### src/rtl/dpsa_pkg.sv
package dpsa_pkg;

    localparam int INDEX_W  = 6;
    localparam int GRANT_W  = 6;
    localparam int STATUS_W = 2;
    localparam int COUNT_W  = 7;

    localparam logic REQ_ALLOC = 1'b0;
    localparam logic REQ_FREE  = 1'b1;

    typedef enum logic [STATUS_W-1:0] {
        STAT_OK   = 2'd0,
        STAT_FULL = 2'd1,
        STAT_BAD  = 2'd2
    } status_t;

    // controller -> datapath commands
    typedef enum logic [3:0] {
        OP_NONE,
        OP_CAPTURE,
        OP_SCAN_ALLOC,
        OP_SCAN_PROBE,
        OP_STEP,
        OP_ALLOC_DONE,
        OP_FREE_BAD,
        OP_FREE_CLEAR,
        OP_SHRINK_DONE
    } dp_op_t;

    // datapath -> controller status
    typedef struct packed {
        logic is_free;
        logic mark_zero;
        logic idx_bad;
        logic scan_done;
        logic scan_hit;
        logic shrink_go;
    } dp_stat_t;

endpackage

### src/rtl/dpsa_ctrl.sv
module dpsa_ctrl
    import dpsa_pkg::*;
(
    input  logic     clk,
    input  logic     rst_n,
    input  logic     start,
    input  dp_stat_t stat,
    output dp_op_t   op,
    output logic     busy,
    output logic     done
);

    typedef enum logic [5:0] {
        S_IDLE   = 6'b000001,
        S_PREP   = 6'b000010,
        S_SCAN_A = 6'b000100,
        S_SCAN_P = 6'b001000,
        S_SCAN_S = 6'b010000,
        S_DONE   = 6'b100000
    } state_t;

    state_t state_reg;
    state_t state_next;

    always_ff @(posedge clk or negedge rst_n)
    begin
        if (!rst_n)
        begin
            state_reg <= S_IDLE;
        end
        else
        begin
            state_reg <= state_next;
        end
    end

    always_comb
    begin
        state_next = state_reg;
        op         = OP_NONE;
        case (state_reg)
            S_IDLE:
            begin
                if (start)
                begin
                    op         = OP_CAPTURE;
                    state_next = S_PREP;
                end
            end
            S_PREP:
            begin
                if (!stat.is_free)
                begin
                    if (stat.mark_zero)
                    begin
                        op         = OP_ALLOC_DONE;
                        state_next = S_DONE;
                    end
                    else
                    begin
                        op         = OP_SCAN_ALLOC;
                        state_next = S_SCAN_A;
                    end
                end
                else if (stat.idx_bad)
                begin
                    op         = OP_FREE_BAD;
                    state_next = S_DONE;
                end
                else
                begin
                    op         = OP_SCAN_PROBE;
                    state_next = S_SCAN_P;
                end
            end
            S_SCAN_A:
            begin
                op = OP_STEP;
                if (stat.scan_done)
                begin
                    op         = OP_ALLOC_DONE;
                    state_next = S_DONE;
                end
            end
            S_SCAN_P:
            begin
                op = OP_STEP;
                if (stat.scan_done)
                begin
                    if (!stat.scan_hit)
                    begin
                        op         = OP_FREE_BAD;
                        state_next = S_DONE;
                    end
                    else
                    begin
                        op         = OP_FREE_CLEAR;
                        state_next = stat.shrink_go ? S_SCAN_S : S_DONE;
                    end
                end
            end
            S_SCAN_S:
            begin
                op = OP_STEP;
                if (stat.scan_done)
                begin
                    op         = OP_SHRINK_DONE;
                    state_next = S_DONE;
                end
            end
            S_DONE:
            begin
                state_next = S_IDLE;
            end
            default:
            begin
                state_next = S_IDLE;
            end
        endcase
    end

    assign busy = (state_reg != S_IDLE);
    assign done = (state_reg == S_DONE);

endmodule

### src/rtl/dpsa_datapath.sv
module dpsa_datapath
    import dpsa_pkg::*;
#(
    parameter int SLOTS = 64
)
(
    input  logic                clk,
    input  logic                rst_n,
    input  logic                req_type,
    input  logic                pool_select,
    input  logic [INDEX_W-1:0]  slot_index,
    input  dp_op_t              op,
    output dp_stat_t            stat,
    output logic [GRANT_W-1:0]  granted_slot,
    output logic [STATUS_W-1:0] status,
    output logic [COUNT_W-1:0]  pool_count
);

    localparam int ADDR_W = $clog2(SLOTS);
    localparam int MARK_W = $clog2(SLOTS + 1);
    localparam int CMP_W  = (MARK_W > COUNT_W) ? MARK_W : COUNT_W;

    // request
    logic               req_type_reg;
    logic               pool_reg;
    logic [INDEX_W-1:0] idx_reg;

    // high-water marks
    logic [MARK_W-1:0] number_mark_reg;
    logic [MARK_W-1:0] number_mark_next;
    logic [MARK_W-1:0] string_mark_reg;
    logic [MARK_W-1:0] string_mark_next;

    // downward scan: issue side and check side (one read in flight)
    logic [ADDR_W-1:0] iss_addr_reg;
    logic [ADDR_W-1:0] iss_addr_next;
    logic              iss_valid_reg;
    logic              iss_valid_next;
    logic [ADDR_W-1:0] chk_addr_reg;
    logic [ADDR_W-1:0] chk_addr_next;
    logic              chk_valid_reg;
    logic              chk_valid_next;
    logic              chk_last_reg;
    logic              chk_last_next;
    logic              target_reg;
    logic              target_next;

    // tag store, bit 0 number pool, bit 1 string pool
    logic [1:0]        tag_mem [SLOTS];
    logic [1:0]        rd_data_reg;
    logic              rd_en;
    logic [ADDR_W-1:0] rd_addr;
    logic              wr_en;
    logic [ADDR_W-1:0] wr_addr;
    logic              wr_val;

    logic [GRANT_W-1:0] granted_reg;
    logic [GRANT_W-1:0] granted_next;
    status_t            status_reg;
    status_t            status_next;

    logic [MARK_W-1:0] mark_sel;
    logic [MARK_W-1:0] mark_new;
    logic              mark_upd;
    logic [CMP_W-1:0]  mark_ext;
    logic [CMP_W-1:0]  idx_ext;
    logic [ADDR_W-1:0] idx_addr;
    logic [ADDR_W-1:0] mark_top_addr;
    logic              mark_full;
    logic              top_hit;
    logic              hit;

    logic              start_en;
    logic [ADDR_W-1:0] start_addr;
    logic              start_single;
    logic              start_target;

    assign mark_sel      = pool_reg ? string_mark_reg : number_mark_reg;
    assign mark_ext      = CMP_W'(mark_sel);
    assign idx_ext       = CMP_W'(idx_reg);
    assign idx_addr      = ADDR_W'(idx_ext);
    assign mark_top_addr = ADDR_W'(mark_sel - MARK_W'(1));
    assign mark_full     = (mark_sel == MARK_W'(SLOTS));
    assign top_hit       = ((idx_ext + CMP_W'(1)) == mark_ext);
    assign hit           = chk_valid_reg && (rd_data_reg[pool_reg] == target_reg);

    always_comb
    begin
        stat.is_free   = (req_type_reg == REQ_FREE);
        stat.mark_zero = (mark_sel == '0);
        // slots at or above the mark are always free for that pool
        stat.idx_bad   = (idx_ext >= mark_ext);
        stat.scan_done = chk_valid_reg && (hit || chk_last_reg);
        stat.scan_hit  = hit;
        stat.shrink_go = top_hit && (idx_ext != '0);
    end

    always_ff @(posedge clk)
    begin
        if (op == OP_CAPTURE)
        begin
            req_type_reg <= req_type;
            pool_reg     <= pool_select;
            idx_reg      <= slot_index;
        end
    end

    // scan launch
    always_comb
    begin
        start_en     = 1'b0;
        start_addr   = mark_top_addr;
        start_single = 1'b0;
        start_target = 1'b0;
        case (op)
            OP_SCAN_ALLOC:
            begin
                start_en = 1'b1;
            end
            OP_SCAN_PROBE:
            begin
                start_en     = 1'b1;
                start_addr   = idx_addr;
                start_single = 1'b1;
                start_target = 1'b1;
            end
            OP_FREE_CLEAR:
            begin
                start_en     = stat.shrink_go;
                start_addr   = idx_addr - ADDR_W'(1);
                start_target = 1'b1;
            end
            default:
            begin
                start_en = 1'b0;
            end
        endcase
    end

    always_comb
    begin
        rd_en          = 1'b0;
        rd_addr        = iss_addr_reg;
        iss_addr_next  = iss_addr_reg;
        iss_valid_next = 1'b0;
        chk_addr_next  = chk_addr_reg;
        chk_valid_next = 1'b0;
        chk_last_next  = chk_last_reg;
        target_next    = target_reg;
        if (start_en)
        begin
            rd_en          = 1'b1;
            rd_addr        = start_addr;
            chk_addr_next  = start_addr;
            chk_valid_next = 1'b1;
            chk_last_next  = start_single || (start_addr == '0);
            iss_addr_next  = start_addr - ADDR_W'(1);
            iss_valid_next = !(start_single || (start_addr == '0));
            target_next    = start_target;
        end
        else if (op == OP_STEP && iss_valid_reg)
        begin
            rd_en          = 1'b1;
            rd_addr        = iss_addr_reg;
            chk_addr_next  = iss_addr_reg;
            chk_valid_next = 1'b1;
            chk_last_next  = (iss_addr_reg == '0);
            iss_addr_next  = iss_addr_reg - ADDR_W'(1);
            iss_valid_next = (iss_addr_reg != '0);
        end
    end

    // result, tag write and mark update
    always_comb
    begin
        wr_en        = 1'b0;
        wr_addr      = chk_addr_reg;
        wr_val       = 1'b1;
        mark_upd     = 1'b0;
        mark_new     = mark_sel;
        granted_next = granted_reg;
        status_next  = status_reg;
        case (op)
            OP_ALLOC_DONE:
            begin
                if (hit)
                begin
                    wr_en        = 1'b1;
                    granted_next = GRANT_W'(chk_addr_reg);
                    status_next  = STAT_OK;
                end
                else if (!mark_full)
                begin
                    // append at the mark
                    wr_en        = 1'b1;
                    wr_addr      = ADDR_W'(mark_sel);
                    mark_upd     = 1'b1;
                    mark_new     = mark_sel + MARK_W'(1);
                    granted_next = GRANT_W'(mark_sel);
                    status_next  = STAT_OK;
                end
                else
                begin
                    granted_next = '0;
                    status_next  = STAT_FULL;
                end
            end
            OP_FREE_BAD:
            begin
                granted_next = '0;
                status_next  = STAT_BAD;
            end
            OP_FREE_CLEAR:
            begin
                wr_en        = 1'b1;
                wr_addr      = idx_addr;
                wr_val       = 1'b0;
                // top slot at index zero: pool empties
                mark_upd     = top_hit && !stat.shrink_go;
                mark_new     = '0;
                granted_next = '0;
                status_next  = STAT_OK;
            end
            OP_SHRINK_DONE:
            begin
                mark_upd = 1'b1;
                mark_new = hit ? (MARK_W'(chk_addr_reg) + MARK_W'(1)) : '0;
            end
            default:
            begin
                wr_en = 1'b0;
            end
        endcase
    end

    always_comb
    begin
        number_mark_next = number_mark_reg;
        string_mark_next = string_mark_reg;
        if (mark_upd)
        begin
            if (pool_reg)
            begin
                string_mark_next = mark_new;
            end
            else
            begin
                number_mark_next = mark_new;
            end
        end
    end

    always_ff @(posedge clk or negedge rst_n)
    begin
        if (!rst_n)
        begin
            number_mark_reg <= '0;
            string_mark_reg <= '0;
            iss_valid_reg   <= 1'b0;
            chk_valid_reg   <= 1'b0;
        end
        else
        begin
            number_mark_reg <= number_mark_next;
            string_mark_reg <= string_mark_next;
            iss_valid_reg   <= iss_valid_next;
            chk_valid_reg   <= chk_valid_next;
        end
    end

    always_ff @(posedge clk)
    begin
        iss_addr_reg <= iss_addr_next;
        chk_addr_reg <= chk_addr_next;
        chk_last_reg <= chk_last_next;
        target_reg   <= target_next;
        granted_reg  <= granted_next;
        status_reg   <= status_next;
    end

    always_ff @(posedge clk)
    begin
        if (wr_en)
        begin
            tag_mem[wr_addr][pool_reg] <= wr_val;
        end
        if (rd_en)
        begin
            rd_data_reg <= tag_mem[rd_addr];
        end
    end

    assign granted_slot = granted_reg;
    assign status       = status_reg;
    assign pool_count   = COUNT_W'(mark_sel);

endmodule

### src/rtl/dual_pool_slot_allocator.sv
// Dual-pool slot allocator: number pool and string pool over one shared
// tag store of SLOTS entries, each pool with its own high-water mark.
//
// Request channel: a beat is taken on a rising edge with start high and
// busy low (req_type, pool_select, slot_index). Allocate picks the highest
// free slot below the pool's mark, else appends at the mark, else reports
// the pool full. Free clears the pool's bit and, when it was the top slot,
// walks the mark down past the free slots under it.
// Result channel: done is high for exactly one cycle with granted_slot,
// status and pool_count valid. There is no backpressure; the receiver
// must take the beat in that cycle.
// The shortest path runs from the accepting edge through the prep state
// to done; the wait beyond that is set by the tag store's single read
// port: the downward scan reads one slot per cycle (the allocate search,
// or the mark walk after a free). One request at a time; busy drops the
// cycle after done, so the next beat may start right then.
// Reset: marks go to zero. The tag store has no reset and no clearing
// pass: an entry is only read below its pool's mark, and every slot below
// a mark was written when the mark passed it, so no startup time is lost.
module dual_pool_slot_allocator
    import dpsa_pkg::*;
#(
    parameter int SLOTS = 64
)
(
    input  logic                clk,
    input  logic                rst_n,
    input  logic                start,
    output logic                busy,
    input  logic                req_type,
    input  logic                pool_select,
    input  logic [INDEX_W-1:0]  slot_index,
    output logic                done,
    output logic [GRANT_W-1:0]  granted_slot,
    output logic [STATUS_W-1:0] status,
    output logic [COUNT_W-1:0]  pool_count
);

    dp_op_t   op;
    dp_stat_t stat;

    // sequencer: capture, probe/scan, commit, present result
    dpsa_ctrl u_ctrl (
        .clk   (clk),
        .rst_n (rst_n),
        .start (start),
        .stat  (stat),
        .op    (op),
        .busy  (busy),
        .done  (done)
    );

    // tag store, marks, scan counters and result registers
    dpsa_datapath #(
        .SLOTS (SLOTS)
    ) u_datapath (
        .clk          (clk),
        .rst_n        (rst_n),
        .req_type     (req_type),
        .pool_select  (pool_select),
        .slot_index   (slot_index),
        .op           (op),
        .stat         (stat),
        .granted_slot (granted_slot),
        .status       (status),
        .pool_count   (pool_count)
    );

endmodule

### config.mk
export PLATFORM = sky130hd
export DESIGN_NAME = dual_pool_slot_allocator
export DESIGN_NICKNAME = d
export VERILOG_FILES = /design/src/rtl/dpsa_pkg.sv /design/src/rtl/dpsa_ctrl.sv /design/src/rtl/dpsa_datapath.sv /design/src/rtl/dual_pool_slot_allocator.sv
export SDC_FILE = /design/constraint.sdc
export NUM_CORES = 1
export LEC_CHECK = 0
export ABC_AREA = 1
export BUFFER_PORTS_ARGS = -buffer_cell sky130_fd_sc_hd__clkbuf_2
export CELL_PAD_IN_SITES_DETAIL_PLACEMENT = 1
export CELL_PAD_IN_SITES_GLOBAL_PLACEMENT = 2
export CORE_MARGIN = 2
export CORE_UTILIZATION = 43
export CTS_CLUSTER_SIZE = 16
export DETAILED_ROUTE_END_ITERATION = 8
export PLACE_DENSITY_LB_ADDON = 0.1
export SYNTH_ARGS = -nofsm -noshare
export SYNTH_HDL_FRONTEND = slang
export SYNTH_SLANG_ARGS = --single-unit
### constraint.sdc
create_clock -name clk -period 6.1 [get_ports clk]
set_input_delay 0.305 -clock clk [delete_from_list [all_inputs] [get_ports clk]]
set_output_delay 0.305 -clock clk [all_outputs]
set_load 0.05 [all_outputs]
==> impl_metrics.ini <==
[run_status]
status = finished, final reports clean

[yosys]
ys_ff_latch = 182
syn_inst = 1128
ys_async_sr_fraction_pct = 12.1
yosys_most_used_dff = edfxtp_1
synth.avg_cell_area_um2 = 8.81
synth_fp_nets = 1152
syn_area_um2 = 9940
ys_warn_count = 0
yosysSeqAreaShare_pct = 53.9
yosysUniqueCellTypes = 49
synth_edf_count = 160

[final_layout]
diodes = 0
instances_no_fill = 1436
drive_gt1_share_pct = 12.6
nets = 1163
largest_register_ffs = 128
layout_common_cells = nand2_1, nand3_1, nor2_1
final_common_cell = nand2_1
syn2layout_area_growth_pct = 9.04

[place]
hpwlAfterDp_um = 20300
dp_worst_setup_slack_ps = 1210
placedCellCount = 1404
place_congestion = 0.879
io_buffer_count = 27

[route]
first_iter_violations = 512
drc = 0
routed-wl-met2_um = 15300
wl_met3_um = 1070
drt_first_pass_iters = 5
top_layer_used = met4
dr_total_vias = 7939
vias_per_cell = 5.53
wl_met1_um = 13100
drt_wl_total_um = 30300
wl_per_cell_um = 21.1
ant_nets = 0

[die]
design.die.area_um2 = 24300
die_x_um = 156
ios = 28
core-area_um2 = 22600
rows = 55
start_util_pct = 43.9
fp.dieH_um = 156

[worst_setup_path]
r2r-start = u_datapath.pool_reg
worst_setup_path_start_kind = flop
reg2reg_slack_ps = 1220
worstRegToRegCells = 25
crit_arrival_ps = 5100
r2r-end = u_datapath.rd_data_reg[0]
crit_fanout = 34
timing.critical_path.required_ps = 6310
critPathCaptureType = flop
setup.worst_path.class = flop to flop

[sta]
period_share_pct = 80.1
hold_violations = 0
rsz0062_at_grt = no
setup_ws_ps = 1220
drv_slew = 0
tns_ps = 0
setup-violations-final = 0
fin_crit_ps = 4880
worst_pin_slew_ps = 1210
final.setup_skew_ps = 13.2
max_freq_mhz = 205
max_slew_margin_pct = 19.5
worst_hold_slack_ps = 25.0

[hold_path]
worstHoldPathType = input pin to flop
holdPathEnd = u_datapath.req_type_reg
hold_path_startpoint = req_type
hold_depth = 1

[power]
ir_drop_mv = 0.236
power_density_nw_per_um2 = 431
leakagePower_nw = 3.81

[clocking]
cts_made_buffers = 17
clock_latency_ps = 460
clock_sinks = 182
clk_pin_slew_ps = 80
cts_max_level = 4
cts_setup_buffers = 0
clockBufferDepth = 2
cts_tree = built
cts-resized-gates = 0
cts_root_buffer = clkbuf_16
ctsHoldBuffers = 1

[global_routing]
grt_max_degree = 129
antenna_found_initial = 0
grt_remaining_overflow = 0
grt_use_total_pct = 26.0
grt_pass1_wl_um = 47200
grt_pass1_vias = 8081

[flow_run]
drv_cap = 0
final cells by class:
class	instances	area, µm²
Fill cell	2676	11800
Clock inverter	13	139
Multi-Input combinational cell	822	4040
Clock buffer	18	429
Tap cell	285	357
Inverter	82	313
Sequential cell	182	5360
Timing Repair Buffer	34	203
synthesized netlist by cell type, types with 2 or more instances:
cell,instances,area share (%)
clkbuf_1,16,0.60
o31ai_1,3,0.23
o221ai_1,6,0.53
o22ai_1,3,0.19
nand3b_1,3,0.23
nor3_1,5,0.25
ha_1,13,1.6
a21oi_1,15,0.76
nand4_2,3,0.38
inv_1,71,2.7
a31oi_1,2,0.13
nand3_2,4,0.40
dfrtp_1,21,5.3
inv_2,7,0.26
xnor2_1,4,0.35
nand2_1,320,12
nand3_1,165,8.3
o21ai_4,4,0.65
clkinv_1,2,0.076
xor2_1,7,0.62
edfxtp_1,160,48
nor2_1,165,6.2
inv_4,2,0.13
nor3_2,2,0.20
buf_4,5,0.38
mux2_2,4,0.45
nand4_1,4,0.25
o21ai_1,6,0.30
buf_6,7,0.79
buf_2,13,0.65
o21ai_2,4,0.35
o21ai_0,29,1.5
nor2_4,11,1.2
nand2_2,19,1.2
nor2_2,9,0.57
critical path: stages, from the launching register on:
cell and delay, ps:
edfxtp_1 880, nand2_1 140, o21ai_2 170, inv_1 220
ha_1 370, inv_1 50, nand2_1 50, nand2_1 40
nand2_1 60, nand2_1 50, nand2_1 50, nand2_1 50
nand2_1 180, nand3_2 140, nand4_2 140, nand2_2 200
inv_1 280, nand2_1 110, nand2_2 630, nand3_1 220
nand3_1 140, nand3_1 140, nand3_1 160, nand2_1 70
nand2_1 50, nand2_1 50
where the power goes:
part           internal (W)  leakage, nW  total (W)  switching (W)
combinational      0.000535         2.27    0.00200        0.00147
sequential          0.00148         1.27    0.00156      0.0000855
clock              0.000543        0.272    0.00110       0.000559
total               0.00256         3.81    0.00467        0.00211
how the worst max path moves through the flow:
stage / endpoint / slack, ps / depth (start not counted) / startpoint
after floorplan: u_datapath.tag_mem[32][0] / 2310 / 15 / u_datapath.pool_reg
after global placement: u_datapath.rd_data_reg[0] / 1290 / 26 / u_datapath.pool_reg
after detailed placement: u_datapath.rd_data_reg[0] / 1210 / 26 / u_datapath.pool_reg
after CTS: u_datapath.rd_data_reg[0] / 1190 / 26 / u_datapath.pool_reg
after global routing: u_datapath.rd_data_reg[0] / 820 / 25 / u_datapath.pool_reg
final: u_datapath.rd_data_reg[0] / 1220 / 25 / u_datapath.pool_reg
routing by layer:
layer / global-route usage [%] / vias to the layer above
li1: - / 3811
met1: 32.8 / 3904
met2: 45.6 / 181
met3: 3.36 / 43
met4: 10.0 / 0
met5: 0 / -
stage by stage:
stage / util, % / power, W / cell area, µm²
2_1_floorplan: - / 0.00301 / 9940
3_3_place_gp: 45.3 / 0.00357 / 10300
3_5_place_dp: 45.3 / 0.00359 / 10300
4_1_cts: 47.9 / 0.00471 / 10800
5_1_grt: 47.9 / 0.00495 / 10800
6_report: 47.9 / 0.00467 / 10800
kinds of logic (layout without fill, tap and decap cells):
kind of cell    after synthesis  after routing  synth area share (%)
compound gates               79             79                  5.44
xor+xnor                     11             11                 0.969
flops                       182            182                  53.9
fa+ha+maj                    13             13                  1.64
simple gates                715            715                  32.0
mux                           4              4                 0.453
buf+inv                     124            147                  5.63
(Power assumes the default switching activity.)
